[src/rtl/sgr_pkg.sv]
package sgr_pkg;

    // Default grid size: GRID_N inner cells, GRID_N+2 cells per side
    localparam int GRID_N_DEF = 30;

    // Fraction bits of the cell-unit fixed-point values
    localparam int FRAC_BITS = 15;

    // Field widths
    localparam int KIND_W  = 2;
    localparam int COORD_W = 16;
    localparam int CELL_W  = 5;
    localparam int MASK_W  = 32;

    typedef enum logic [KIND_W-1:0] {
        SHAPE_POINT   = 2'd0,
        SHAPE_SQUARE  = 2'd1,
        SHAPE_CIRCLE  = 2'd2,
        SHAPE_DIAMOND = 2'd3
    } shape_t;

    typedef enum logic [3:0] {
        ST_IDLE,
        ST_SCALE,
        ST_BOX,
        ST_XSQ,
        ST_BASE,
        ST_PROBE,
        ST_PROBE_WAIT,
        ST_ROWS,
        ST_FALLBACK,
        ST_DRAIN
    } ctrl_state_t;

    // What a slot in the row pipeline carries
    typedef enum logic [1:0] {
        TAG_ROW,
        TAG_PROBE,
        TAG_FALLBACK
    } row_tag_t;

    // Operand of the shared squarer
    typedef enum logic [1:0] {
        SQ_DY,
        SQ_RAD,
        SQ_CTR
    } sq_sel_t;

    typedef struct packed {
        logic              capture;
        logic              scale_load;
        logic              box_load;
        logic              sq_load;
        sq_sel_t           sq_sel;
        logic              base_init;
        logic              base_sub;
        logic              probe_clear;
        logic              issue;
        row_tag_t          issue_tag;
        logic [CELL_W-1:0] issue_y;
        logic              issue_last;
    } sgr_cmd_t;

    typedef struct packed {
        logic              issue_ok;
        logic              pipe_empty;
        logic              scan_ok;
        logic              probe_done;
        logic              probe_hit;
        logic [CELL_W-1:0] ymin;
        logic [CELL_W-1:0] ymax;
        logic [CELL_W-1:0] probe_row;
    } sgr_sts_t;

endpackage

[src/rtl/sgr_ctrl.sv]
module sgr_ctrl (
    input  logic              clk,
    input  logic              rst_n,
    input  logic              in_valid,
    output logic              in_stall,
    input  sgr_pkg::sgr_sts_t sts,
    output sgr_pkg::sgr_cmd_t cmd
);
    import sgr_pkg::*;

    ctrl_state_t       state_reg, state_next;
    logic [CELL_W-1:0] row_reg, row_next;

    always_ff @(posedge clk or negedge rst_n)
    begin
        if (!rst_n)
        begin
            state_reg <= ST_IDLE;
            row_reg   <= '0;
        end
        else
        begin
            state_reg <= state_next;
            row_reg   <= row_next;
        end
    end

    always_comb
    begin
        state_next     = state_reg;
        row_next       = row_reg;
        cmd            = '0;
        cmd.sq_sel     = SQ_DY;
        cmd.issue_tag  = TAG_ROW;
        cmd.issue_y    = row_reg;
        cmd.issue_last = 1'b0;
        unique case (state_reg)
            ST_IDLE:
            begin
                cmd.capture = in_valid;
                if (in_valid)
                    state_next = ST_SCALE;
            end
            ST_SCALE:
            begin
                cmd.scale_load = 1'b1;
                state_next     = ST_BOX;
            end
            ST_BOX:
            begin
                cmd.box_load = 1'b1;
                cmd.sq_load  = 1'b1;
                cmd.sq_sel   = SQ_RAD;
                state_next   = ST_XSQ;
            end
            ST_XSQ:
            begin
                cmd.sq_load     = 1'b1;
                cmd.sq_sel      = SQ_CTR;
                cmd.base_init   = 1'b1;
                cmd.probe_clear = 1'b1;
                state_next      = ST_BASE;
            end
            ST_BASE:
            begin
                cmd.base_sub = 1'b1;
                state_next   = sts.scan_ok ? ST_PROBE : ST_FALLBACK;
            end
            ST_PROBE:
            begin
                cmd.issue     = 1'b1;
                cmd.issue_tag = TAG_PROBE;
                cmd.issue_y   = sts.probe_row;
                if (sts.issue_ok)
                    state_next = ST_PROBE_WAIT;
            end
            ST_PROBE_WAIT:
            begin
                if (sts.probe_done)
                begin
                    row_next   = sts.ymin;
                    state_next = sts.probe_hit ? ST_ROWS : ST_FALLBACK;
                end
            end
            ST_ROWS:
            begin
                cmd.issue      = 1'b1;
                cmd.issue_last = (row_reg == sts.ymax);
                if (sts.issue_ok)
                begin
                    if (row_reg == sts.ymax)
                        state_next = ST_DRAIN;
                    else
                        row_next = row_reg + 1'b1;
                end
            end
            ST_FALLBACK:
            begin
                cmd.issue      = 1'b1;
                cmd.issue_tag  = TAG_FALLBACK;
                cmd.issue_last = 1'b1;
                if (sts.issue_ok)
                    state_next = ST_DRAIN;
            end
            ST_DRAIN:
            begin
                if (sts.pipe_empty)
                    state_next = ST_IDLE;
            end
        endcase
    end

    assign in_stall = (state_reg != ST_IDLE);

    a_row_in_box: assert property (@(posedge clk) disable iff (!rst_n)
        state_reg == ST_ROWS |-> (row_reg >= sts.ymin) && (row_reg <= sts.ymax))
        else $error("row counter left the bounding box");

    a_scan_only_in_box: assert property (@(posedge clk) disable iff (!rst_n)
        (state_reg == ST_ROWS || state_reg == ST_PROBE) |-> sts.scan_ok)
        else $error("row scan started on an empty box");

endmodule

[config.mk]
export PLATFORM = sky130hd
export DESIGN_NAME = sgr_ctrl
export DESIGN_NICKNAME = d
export VERILOG_FILES = /design/src/rtl/sgr_pkg.sv /design/src/rtl/sgr_ctrl.sv
export SDC_FILE = /design/constraint.sdc
export NUM_CORES = 1
export LEC_CHECK = 0
export BUFFER_PORTS_ARGS = -buffer_cell sky130_fd_sc_hd__buf_2
export CORE_MARGIN = 2
export CORE_UTILIZATION = 46
export DETAILED_ROUTE_END_ITERATION = 6
export PLACE_DENSITY = 0.79
export RECOVER_POWER = 100
export SLEW_MARGIN = 0
export SYNTH_ARGS = -nofsm -noshare
export SYNTH_HDL_FRONTEND = slang
export SYNTH_SLANG_ARGS = --single-unit
[constraint.sdc]
create_clock -name clk -period 2.3 [get_ports clk]
set_clock_uncertainty 0.15 [all_clocks]
set_input_delay 0.69 -clock clk [delete_from_list [all_inputs] [get_ports clk]]
set_output_delay 0.69 -clock clk [all_outputs]
set_load 0.02 [all_outputs]
==> run summary, run 1 <==
By area, the combinational part of the netlist is dominated by compound AO/OA/AOI/OAI gates. The count of antenna-violating nets left after detailed routing came out at 0. In this run, synthesis inferred 0 flip-flops with an integrated enable. The register with the most flip-flops in the layout has 5 of them. The total detailed-routing wirelength is 2700 um. The run finished, with violations left.

The count of input and output buffers came out at 41. Overall power consumption after layout is estimated at 0.00176 W. Once placement finished, the instance area stood at 1180 um^2. Once the floorplan was initialized, standard cells occupied 47.5% of the core. The vias after detailed routing is 1015. Cells with a size suffix above 1 make up roughly 51% of the layout. The data required time of the critical path came out at roughly 1500 ps.

Setup violations remaining at the end of the flow were counted as 6. In this run the power density over the cells is 1310 nW/um^2. The clock slew at the register clock pins of the worst setup and hold paths is 70 ps. The part of the cycle the worst path needs is 102%. The critical path arrival is between 1500 and 2000 ps. TritonCTS built the clock tree.

The number of remaining DRC errors came out at 0. The fraction of registers with async set or reset after synthesis came out at 100%. The first-pass iteration count of the detailed router is 4. The count of maximum capacitance violations is 0. The cell seen most often among critical-path stages is sky130_fd_sc_hd__buf_6.

The die width is 48.5 um. The floorplan has 16 rows. The synthesized netlist devotes 1.37% of its cell area to adder and majority cells. For this design the static power due to leakage is 0.687 nW. The overflow left after global routing came out at 0. The die outline height came out at 48.5 um. Entering global routing, the biggest net connects 16 pins. Yosys printed 0 warnings. The number of nets in the synthesized netlist came out at 129. The net count of the finished layout is 183. Headroom to the max-slew limit came out at 65.9%.

The number of global-route vias before repair is a little under 1000. The maximum cell stage delay along the critical path is around 230 ps. The average detailed-routed wire length per instance is 14.6 um. The part of the Yosys area used for sequential elements came out at 24.7%.

The hold-fix buffer count after cts came out at 0. The number of antenna violations at the first check in global routing is 0. After the first detailed-routing iteration, the DRC count stood at 27. The endpoint class of the critical path is a primary output. The worst setup path is launched from a primary input.

The path class of the tightest hold or removal check is in2async. The fraction of synthesized cell area taken by the top area cell type came out at between 20% and 30%. The flip-flop and latch count after synthesis is 9. The clock root buffer master is sky130_fd_sc_hd__clkbuf_4. Synthesis handed over a netlist of 105 instances. The final reports fail on negative setup slack. At the pin with the least slew margin, the transition time is 511 ps. The cell area after layout is between 1000 and 1500 um^2.

The first-pass GRT wire length is 4480 um. The post-synthesis xor/xnor area fraction is 5.76%. The number of H-tree levels is 1. The global placer's final weighted congestion is approximately 0.84. The per-instance average area after synthesis is 8.69 um^2. Setup slack on the critical path of the routed design comes to -47.0 ps.

The post-synthesis to final-layout area growth came out at 47.1%. The category of the critical setup timing path is in2out. The sink count of the clock tree came out at 9. The number of unique standard cell types used by synthesis is 40. The worst path in the final design needs a cycle of 2350 ps, including I/O delays and setup.

The maximum frequency from static timing analysis came out at 426 MHz. The critical path goes through buf_6 -> xor2_2 -> nor3_2 -> a31o_2 -> buf_6. The total track usage came out at 23.8%. The die covers 2360 um^2. Using the TritonRoute via totals, the vias-per-cell ratio works out to about 5.5. The largest total area in the synthesized netlist belongs to sky130_fd_sc_hd__dfrtp_1. The clock latency reported for the late side of the worst-skew pair came out at 260 ps.

Yosys attributes the largest share of cell area to sky130_fd_sc_hd__dfrtp_1 (25%), sky130_fd_sc_hd__xor2_1 (5.8%), sky130_fd_sc_hd__mux2_1 (4.9%). Summing the areas of all compound-gate instances in the mapped netlist gives 25.8% of the synthesized area. The number of antenna diodes in the final layout is 0. The setup slack of the most critical reg-to-reg path came out at 40 ps.

The most used flip-flop cell after synthesis is sky130_fd_sc_hd__dfrtp_1. Pin placement for this block handled between 40 and 50 I/O pins. The total area inside the core boundary comes to between 1500 and 2000 um^2.

Setup repair after global routing could not meet its margin everywhere. The largest fanout on the critical path came out at 2. The synthesized netlist occupies a cell area of 912 um^2. The worst-case IR drop observed on VDD is 0.806 mV.

The post-synthesis mux area share is under 10%. The number of fill cells in the layout is 167. The final number of max-transition violations came out at 0. On the critical path, the stage with the largest delay is an instance of sky130_fd_sc_hd__nor3_2.

Setup total negative slack on the finished layout was measured at -192 ps. No sink is reached through more buffers than the 2 on the longest clock path. The number of buffers created by CTS came out at 3. After legalization and detailed placement, the total HPWL measured about 1900 um. The synthesized netlist devotes 24.7% of its cell area to simple gates.

The number of failing hold endpoints at the final stage is 0.
[layer usage]
metal / GRT usage, % / vias up / wire length [um] / share of wire [%]
met3: 4.01 / 6 / 178 / 6.6
met1: 27.8 / 472 / 1060 / 39
li1: - / 488 / - / -
met2: 43.1 / 49 / 1410 / 52
met5: 0 / - / 0 / 0
met4: 9.52 / 0 / 53 / 2.0
[report_power, final]
| part | switching, W | internal (W) | leakage (nW) | total, W |
|---|---|---|---|---|
| Clock | 0.0000583 | 0.0000669 | 0.0150 | 0.000125 |
| Sequential | 0.0000967 | 0.000231 | 0.110 | 0.000328 |
| Combinational | 0.000682 | 0.000627 | 0.563 | 0.00131 |
[cells in the final DEF, fill, tap and decap left out, drive strengths merged, types with 3 or more instances in the layout]
cell / count
buf: 51
clkbuf: 10
dfrtp: 9
nand2: 9
nor2: 8
mux2: 7
and3: 6
xor2: 6
o21ai: 6
nor3: 5
a21oi: 4
o22ai: 4
inv: 4
nand2b: 4
a21o: 3
a22oi: 3
[Yosys cell counts (2+ instances only)]
library cell / count
sky130_fd_sc_hd__nor2_1: 6
sky130_fd_sc_hd__mux2_4: 3
sky130_fd_sc_hd__inv_1: 4
sky130_fd_sc_hd__dfrtp_1: 9
sky130_fd_sc_hd__nand2b_1: 4
sky130_fd_sc_hd__buf_2: 3
sky130_fd_sc_hd__a21oi_1: 3
sky130_fd_sc_hd__a21o_1: 3
sky130_fd_sc_hd__mux2_1: 4
sky130_fd_sc_hd__nor2b_1: 2
sky130_fd_sc_hd__o2bb2ai_1: 2
sky130_fd_sc_hd__and3_1: 6
sky130_fd_sc_hd__o21ai_0: 3
sky130_fd_sc_hd__o22ai_1: 4
sky130_fd_sc_hd__xor2_1: 6
sky130_fd_sc_hd__nor3_1: 4
sky130_fd_sc_hd__nor2_2: 2
sky130_fd_sc_hd__nor3b_1: 2
sky130_fd_sc_hd__a22oi_1: 3
sky130_fd_sc_hd__o21ai_1: 3
sky130_fd_sc_hd__buf_4: 4
sky130_fd_sc_hd__nand2_1: 7
[kinds of logic (layout without fill, tap and decap cells)]
| logic type | after synthesis | in the layout |
|---|---|---|
| buf+inv | 12 | 65 |
| simple gates | 39 | 39 |
| fa+ha+maj | 1 | 1 |
| flops | 9 | 9 |
| compound gates | 31 | 31 |
| xor+xnor | 6 | 6 |
| mux | 7 | 7 |
[worst paths after layout]
kind | startpoint | end | depth (start not counted)
min in group clk | row_reg[4] | row_reg[4] | 1
hold / removal | rst_n | row_reg[0] | 1
setup / recovery | sts[7] | cmd[0] | 5
max in group asynchronous | rst_n | state_reg[2] | 1
hold reg to reg | row_reg[4] | row_reg[4] | 1
setup reg to reg | row_reg[0] | row_reg[0] | 9
[what timing repair did]
action | 4_1_cts | 5_1_grt
endpoints found under the setup margin | 6 | 13
buffers inserted | 5 | 1
resized for setup | 23 | 10
pin swaps | 4 | 2
endpoints found under the hold margin | 0 | 0
[critical path, delay by kind of cell]
kind | cells | cell delay (ps)
xor gates and xnor gates | 1 | 170
buffers and inverters | 2 | 220
and+or+nand+nor | 1 | 230
AOI/OAI and AO/OA | 1 | 200
[layout make-up]
type	instances	area (um^2)	area share, %
multi-input cells	84	666	49.6
repair buffers	57	374	27.9
flip-flops and latches	9	226	16.9
well taps	27	33.8	2.52
clock buffers	4	26.3	1.96
inverters	4	15.0	1.12
[per-stage QoR]
| stage | utilization (%) | hold slack (ps) | worst slack, ps | cells |
|---|---|---|---|---|
| after floorplan | - | 244 | 34.3 | 105 |
| after detailed placement | 61.4 | 407 | -46.7 | 175 |
| final | 69.8 | 216 | -47.0 | 185 |
| after global placement | 61.4 | 395 | -6.77 | 175 |
| after CTS | 69.3 | 127 | -17.2 | 184 |
| after global routing | 69.8 | 246 | -110 | 185 |
Power figures use the tool's default switching activity.
==> inputs of run 2 (changes only) <==
--- a/config.mk
+++ b/config.mk
@@ -6,6 +6,7 @@
 export NUM_CORES = 1
 export LEC_CHECK = 0
 export BUFFER_PORTS_ARGS = -buffer_cell sky130_fd_sc_hd__buf_2
+export CORE_ASPECT_RATIO = 1.4
 export CORE_MARGIN = 2
 export CORE_UTILIZATION = 46
 export DETAILED_ROUTE_END_ITERATION = 6
==> run 2 against run 1 <==
Net effect:
- the flow still finishes with violations (negative setup slack)
- worst hold slack improved by 2.2 ps
- critical endpoint is now cmd[2]
- global-route usage down 1.0 points
- combinational power about the same
- sequential share of layout area about the same
- die area is 0.22% higher
- design area barely moved
- largest power group unchanged
==> run summary, run 2 (synthesis gave the netlist of run 1 again) <==
Walking the worst path, the cells encountered are buf_4 -> nand2b_4 -> nor2_4 -> mux2_4 -> buf_6. The initial core utilization is 47.4% (-0.093 points). In this run the critical register-to-register path is captured at row_reg[3].

The number of cells on the worst reg-to-reg path is 8 (-1). The post-route total power came to 0.00176 W (about the same). The most common cell after layout, fill and taps aside is sky130_fd_sc_hd__buf_2.

The largest net degree at the start of global routing came out at 16 (unchanged). The global placer's final weighted congestion came out at 0.873 (+3.9%). The area enclosed by the die boundary is 2360 um^2 (+0.22%).

The worst setup path is captured at a primary output. In this run the critical register-to-register path is launched from state_reg[0]. The number of flip-flops in the largest register is 5 (unchanged). The net count of the finished layout came out at 186 (+1.6%). The remaining max-slew budget at the tightest pin is 66.7% (+0.80 points).

The total track usage is 22.8% (-1.0 points). The number of buffers created by CTS came out at 3 (unchanged). The setup slack of the most critical reg-to-reg path came to 70 ps (+30 ps). The tree is rooted in a sky130_fd_sc_hd__clkbuf_4. Leaving out fill and tap cells, the most frequent cells in the layout are sky130_fd_sc_hd__buf_2 (22), sky130_fd_sc_hd__buf_4 (18), sky130_fd_sc_hd__buf_6 (9), sky130_fd_sc_hd__dfrtp_1 (8), sky130_fd_sc_hd__clkbuf_2 (7).

The total detailed-routing wirelength came to 2570 um (-4.7%). The number of failing hold endpoints at the final stage came out at 0 (unchanged). The number of global-route vias before repair came to 960 (-2.6%).

The data required time of the critical path was 1460 ps (about the same). The met2 layer usage reported by global route is 40.6% (-2.4 points). The met3 routing resource usage after global routing was 6.11% (+2.1 points). STA classifies the critical path startpoint as a flip-flop. The count of maximum capacitance violations is 0 (unchanged). The min-delay analysis places its worst path in the category in2async.

The number of buffers between clock root and the deepest sink came to 2 (unchanged). The slew at the pin with the worst max-slew slack came out at 499 ps (-12.0 ps). The count of input and output buffers is 41 (unchanged). The post-synthesis to final-layout area growth is 46.9% (about the same). The leakage power came out at 0.680 nW (-1.1%). The clock latency reported for the late side of the worst-skew pair is 250 ps (about the same). The largest fanout on the critical path is 6 (+4).

The critical path arrival came to 1490 ps (-20 ps). The clock slew at the register clock pins of the worst setup and hold paths was 60 ps (about the same). TritonCTS built the clock tree. The antenna diode count came out at 0 (unchanged). The post-placement cell count came to 169 (-3.4%). The final number of max-transition violations was 0 (unchanged). The die width came out at 41.6 um (-14%).

The global routing usage on met1 came out at 26.2% (-1.6 points). The die outline height is 56.7 um (+17%). The largest individual stage delay along the critical path comes from the cell sky130_fd_sc_hd__dfrtp_2.

The average vias per placed instance came out at 5.72 (+4.3%). The number of top-level pins came out at 42 (unchanged). Among cell families on the critical path, the largest total delay comes from flip-flops.

The first-pass iteration count of the detailed router was 4 (unchanged). The worst path buffer plus inverter count is 2 (unchanged). The number of antenna violations at the first check in global routing was 0 (unchanged).

The non-filler instance count after layout came out at 182 (-1.6%). The post-DP HPWL is 1860 um (-1.8%). The maximum cell stage delay along the critical path came out at 370 ps (+140 ps). The worst path setup slack after routing came out at -29.2 ps (+17.8 ps). Setup repair after global routing could not meet its margin everywhere. The average detailed-routed wire length per instance came out at 14.1 um (-3.1%).

The depth of the critical timing path with buffers and inverters included is 5 (unchanged). The final period demand of the worst path is 2330 ps (-17.8 ps). The violation count after the first detailed-route iteration is 12 (-56%). The area of the core was 1930 um^2 (+0.20%). met2 is the most crowded layer.

The part of the cycle the worst path needs is 101% (-0.78 points). The flow ran to the end, but the final reports show violations. The maximum frequency from static timing analysis came to 429 MHz (+0.77%). The checks that failed: negative setup slack. The cell row count was 19 (+3). The overflow left after global routing was 0 (unchanged). The hold-fix buffer count after cts is 0 (unchanged). The ratio of cells with drive above 1 in the final layout came to 50.9% (-0.33 points). The count of antenna-violating nets left after detailed routing came out at 0 (unchanged).

The number of remaining DRC errors is 0 (unchanged). The vias after detailed routing came to 1041 (+2.6%). The first-pass GRT wire length came out at 4260 um (-4.8%). The total power divided by cell area came out at 1320 nW/um^2 (+0.18%). The peak supply drop is 1.06 mV (+31%).

The final count of negative-setup-slack endpoints came out at 5 (-1). The number of H-tree levels is 1 (unchanged). The sink count of the clock tree is 9 (unchanged). The critical path is of the reg2out type.
[run 2: routing by layer]
layer	vias to the layer above	share of wire, %
li1	497	-
met1	488	38
met2	52	53
met3	4	6.3
met4	0	2.5
met5	-	0
[run 2: layout make-up]
class / instances / area (um^2)
Fill cell: 170 / 586
Multi-Input combinational cell: 84 / 649
Timing Repair Buffer: 60 / 397
Tap cell: 21 / 26.3
Inverter: 4 / 15.0
Sequential cell: 9 / 226
Clock buffer: 4 / 26.3
[run 2: what timing repair did]
| action | CTS | global route |
|---|---|---|
| hold endpoints to repair | 0 | 0 |
| gates resized for setup | 24 | 9 |
| setup buffers | 9 | 1 |
| setup endpoints to repair | 6 | 13 |
| pin swaps | 7 | 5 |
[run 2: how the worst max path moves through the flow]
stage,start,end,slack [ps]
floorplan,state_reg[0],cmd[1],30
global placement,sts[8],cmd[0],-60
detailed placement,sts[6],cmd[0],-100
CTS,sts[7],cmd[0],-2
global route,state_reg[3],cmd[1],-80
finish,state_reg[2],cmd[2],-30
[run 2: report_power, final]
part           internal, W  switching [W]
Sequential        0.000231      0.0000833
Clock            0.0000666      0.0000516
Combinational     0.000637       0.000694
Total             0.000935       0.000829
[run 2: stage by stage]
step	worst slack [ps]	cell area, um^2	setup TNS [ps]	util, %	hold slack [ps]
after floorplan	34.3	922	0	-	244
after global placement	-60.6	1170	-60.6	60.9	393
after detailed placement	-95.1	1170	-95.1	60.9	398
after CTS	-2.25	1340	-2.25	69.7	119
after global routing	-82.2	1340	-478	69.6	261
final	-29.2	1340	-102	69.6	218
==> inputs of run 3 (changes only) <==
--- a/config.mk
+++ b/config.mk
@@ -12,6 +12,7 @@
 export DETAILED_ROUTE_END_ITERATION = 6
 export PLACE_DENSITY = 0.79
 export RECOVER_POWER = 100
+export SETUP_SLACK_MARGIN = 0.5
 export SLEW_MARGIN = 0
 export SYNTH_ARGS = -nofsm -noshare
 export SYNTH_HDL_FRONTEND = slang
==> run 3 against run 2 <==
Net effect:
- clock power rose by 9%
- die area stayed put
- non-clock buffer count is 9 higher
- the flow still finishes with violations (negative setup slack)
- register-to-register slack about the same
- sequential share of layout area decreased by 2.2 points
- clock-buffer cell count unchanged
- routed wire length rose by 49%
- worst setup slack got worse by 32 ps
- critical path depth down 1
==> run summary, run 3 (synthesis gave the netlist of run 1 again) <==
The total power divided by cell area is 1450 nW/um^2 (+10%). The die width came out at 41.6 um (unchanged). The class of the most critical hold timing path is in2async.

The count of maximum capacitance violations came to 0 (unchanged). The vias after detailed routing came out at 1185 (+14%). The data required time of the critical path came out at 1460 ps (about the same).

The ratio of cells with drive above 1 in the final layout is 59.4% (+8.5 points). The global placer's final weighted congestion came out at 0.832 (-4.6%). The part of the cycle the worst path needs is 103% (+1.4 points). The number of H-tree levels came out at 1 (unchanged).

The die outline height is 56.7 um (unchanged). The antenna diode count came out at 0 (unchanged). Walking the worst path, the cells encountered are nand2b_4 -> nor2_4 -> mux2_4 -> buf_6.

The worst setup path is of the reg2out kind. The leakage power was 0.761 nW (+12%). The sort of element at the start of the critical path is a flip-flop. The worst path setup slack after routing is -61.1 ps (-31.9 ps). The total track usage is 27.5% (+4.7 points). The remaining max-slew budget at the tightest pin came out at 64.1% (-2.7 points).

The first-pass GRT wire length came out at 5020 um (+18%). The post-DP HPWL is 1970 um (+6.1%). The endpoint class of the critical path is a primary output. The checks that failed: negative setup slack. The post-placement cell count came out at 167 (-1.2%). The maximum cell stage delay along the critical path is 390 ps (+20 ps). The slowest library cell on the worst path is sky130_fd_sc_hd__dfrtp_1. The final number of max-transition violations is 0 (unchanged). The largest net degree at the start of global routing is 16 (unchanged).

The core occupancy in the finished layout came out at 79.9% (+10 points). The number of remaining DRC errors is 0 (unchanged). The worst register-to-register path ends at row_reg[1]. The largest fanout on the critical path came to 5 (-1). In the layout the commonest cells are sky130_fd_sc_hd__buf_2 (23), sky130_fd_sc_hd__buf_4 (22), sky130_fd_sc_hd__buf_6 (20), sky130_fd_sc_hd__dfrtp_1 (8). The final period demand of the worst path is 2360 ps (+31.9 ps). The average detailed-routed wire length per instance came out at 20.0 um (+42%). The slew at the pin with the worst max-slew slack is 539 ps (+39.8 ps). The initial core utilization is 47.4% (unchanged). The flow ran to the end, but the final reports show violations.

The library cell used most frequently in the layout, excluding fill and tap cells, is sky130_fd_sc_hd__buf_2. The violation count after the first detailed-route iteration came out at 69 (+57). The worst path buffer plus inverter count is 1 (-1).

The clock slew at the register clock pins of the worst setup and hold paths is 70 ps (about the same). The hold-fix buffer count after cts came out at 0 (unchanged). The number of buffers created by CTS is 3 (unchanged). The critical path arrival came out at 1520 ps (+30 ps). The cell row count is 19 (unchanged). The number of cells on the worst reg-to-reg path came out at 7 (-1). The setup TNS after final layout is -297 ps (-195 ps).

The net count of the finished layout is 195 (+4.8%). The setup slack of the most critical reg-to-reg path is 70 ps (about the same). The maximum frequency from static timing analysis is 424 MHz (-1.4%).

The clock latency reported for the late side of the worst-skew pair came out at 270 ps (+20 ps). The count of input and output buffers was 41 (unchanged). The post-placement worst setup slack was -16.9 ps (+78.2 ps). TritonCTS built the clock tree. The average vias per placed instance was 6.20 (+8.5%). The peak supply drop is 0.781 mV (-26%).

The count of antenna-violating nets left after detailed routing came out at 0 (unchanged). The sink count of the clock tree came out at 9 (unchanged). From synthesis to final layout, the design area changed by 68.7%. The root buffer cell chosen for the clock tree is sky130_fd_sc_hd__clkbuf_4.

The number of failing hold endpoints at the final stage came out at 0 (unchanged). The number of flip-flops in the largest register is 5 (unchanged). The number of buffers between clock root and the deepest sink is 2 (unchanged). The area enclosed by the die boundary is 2360 um^2 (unchanged). The total detailed-routing wirelength is 3830 um (+49%). The overflow left after global routing is 0 (unchanged). The number of fill cells in the layout is 126 (-26%). The start of the worst register-to-register path is state_reg[3]. Setup repair after global routing could not meet its margin everywhere. The first-pass iteration count of the detailed router came out at 4 (unchanged). The number of top-level pins came to 42 (unchanged). The final count of negative-setup-slack endpoints was 6 (+1). The number of global-route vias before repair is 1098 (+14%). The non-filler instance count after layout is 191 (+4.9%). The area of the core is 1930 um^2 (unchanged).

The number of antenna violations at the first check in global routing was 0 (unchanged). In this design, the largest share of critical-path delay is due to flip-flops. The post-route total power came out at 0.00224 W (+27%).
## run 3: worst max path at each step
stage | slack, ps | from | cells past startpoint | end
6_report | -60 | state_reg[3] | 4 | cmd[4]
2_1_floorplan | 70 | sts[7] | 3 | cmd[0]
4_1_cts | -20 | state_reg[3] | 4 | cmd[4]
5_1_grt | -100 | state_reg[1] | 7 | cmd[3]
3_3_place_gp | 8 | sts[7] | 5 | cmd[0]
3_5_place_dp | -20 | sts[7] | 5 | cmd[0]
## run 3: cell type report
class / count / area (um^2) / share of cell area (%)
flip-flops and latches: 9 / 226 / 14.7
inverters: 4 / 15.0 / 0.976
well taps: 21 / 26.3 / 1.71
repair buffers: 69 / 532 / 34.6
multi-input cells: 84 / 713 / 46.3
clock buffers: 4 / 26.3 / 1.71
## run 3: metal layers
metal / GRT usage (%) / part of all wire [%]
met5: 0 / 0
met3: 3.22 / 5.9
met2: 54.9 / 53
met1: 27.8 / 34
met4: 9.68 / 7.0
## run 3: what timing repair did
item / CTS / global route
gates resized for setup: 35 / 15
gates cloned: 0 / 0
hold endpoints to repair: 0 / 0
endpoints found under the setup margin: 27 / 28
pin swaps: 4 / 4
setup buffers: 15 / 5
## run 3: worst register-to-register path: stages (launching register included)
cell and delay (ps):
sky130_fd_sc_hd__dfrtp_1 390, sky130_fd_sc_hd__buf_4 190, sky130_fd_sc_hd__and4b_1 310, sky130_fd_sc_hd__buf_4 160
sky130_fd_sc_hd__nand2_1 70, sky130_fd_sc_hd__a21oi_1 420, sky130_fd_sc_hd__nor2_4 100, sky130_fd_sc_hd__mux2_4 320
## run 3: per-stage QoR
stage / cell area, um^2 / hold WS, ps
global placement: 1230 / 404
floorplan: 1020 / 244
global route: 1540 / 271
finish: 1540 / 219
detailed placement: 1230 / 406
CTS: 1490 / 124
## run 3: report_power, final
group / leakage [nW] / total, W / switching, W / internal [W]
clock network: 0.0150 / 0.000129 / 0.0000620 / 0.0000671
registers: 0.110 / 0.000333 / 0.000102 / 0.000231
logic: 0.636 / 0.00178 / 0.000894 / 0.000882
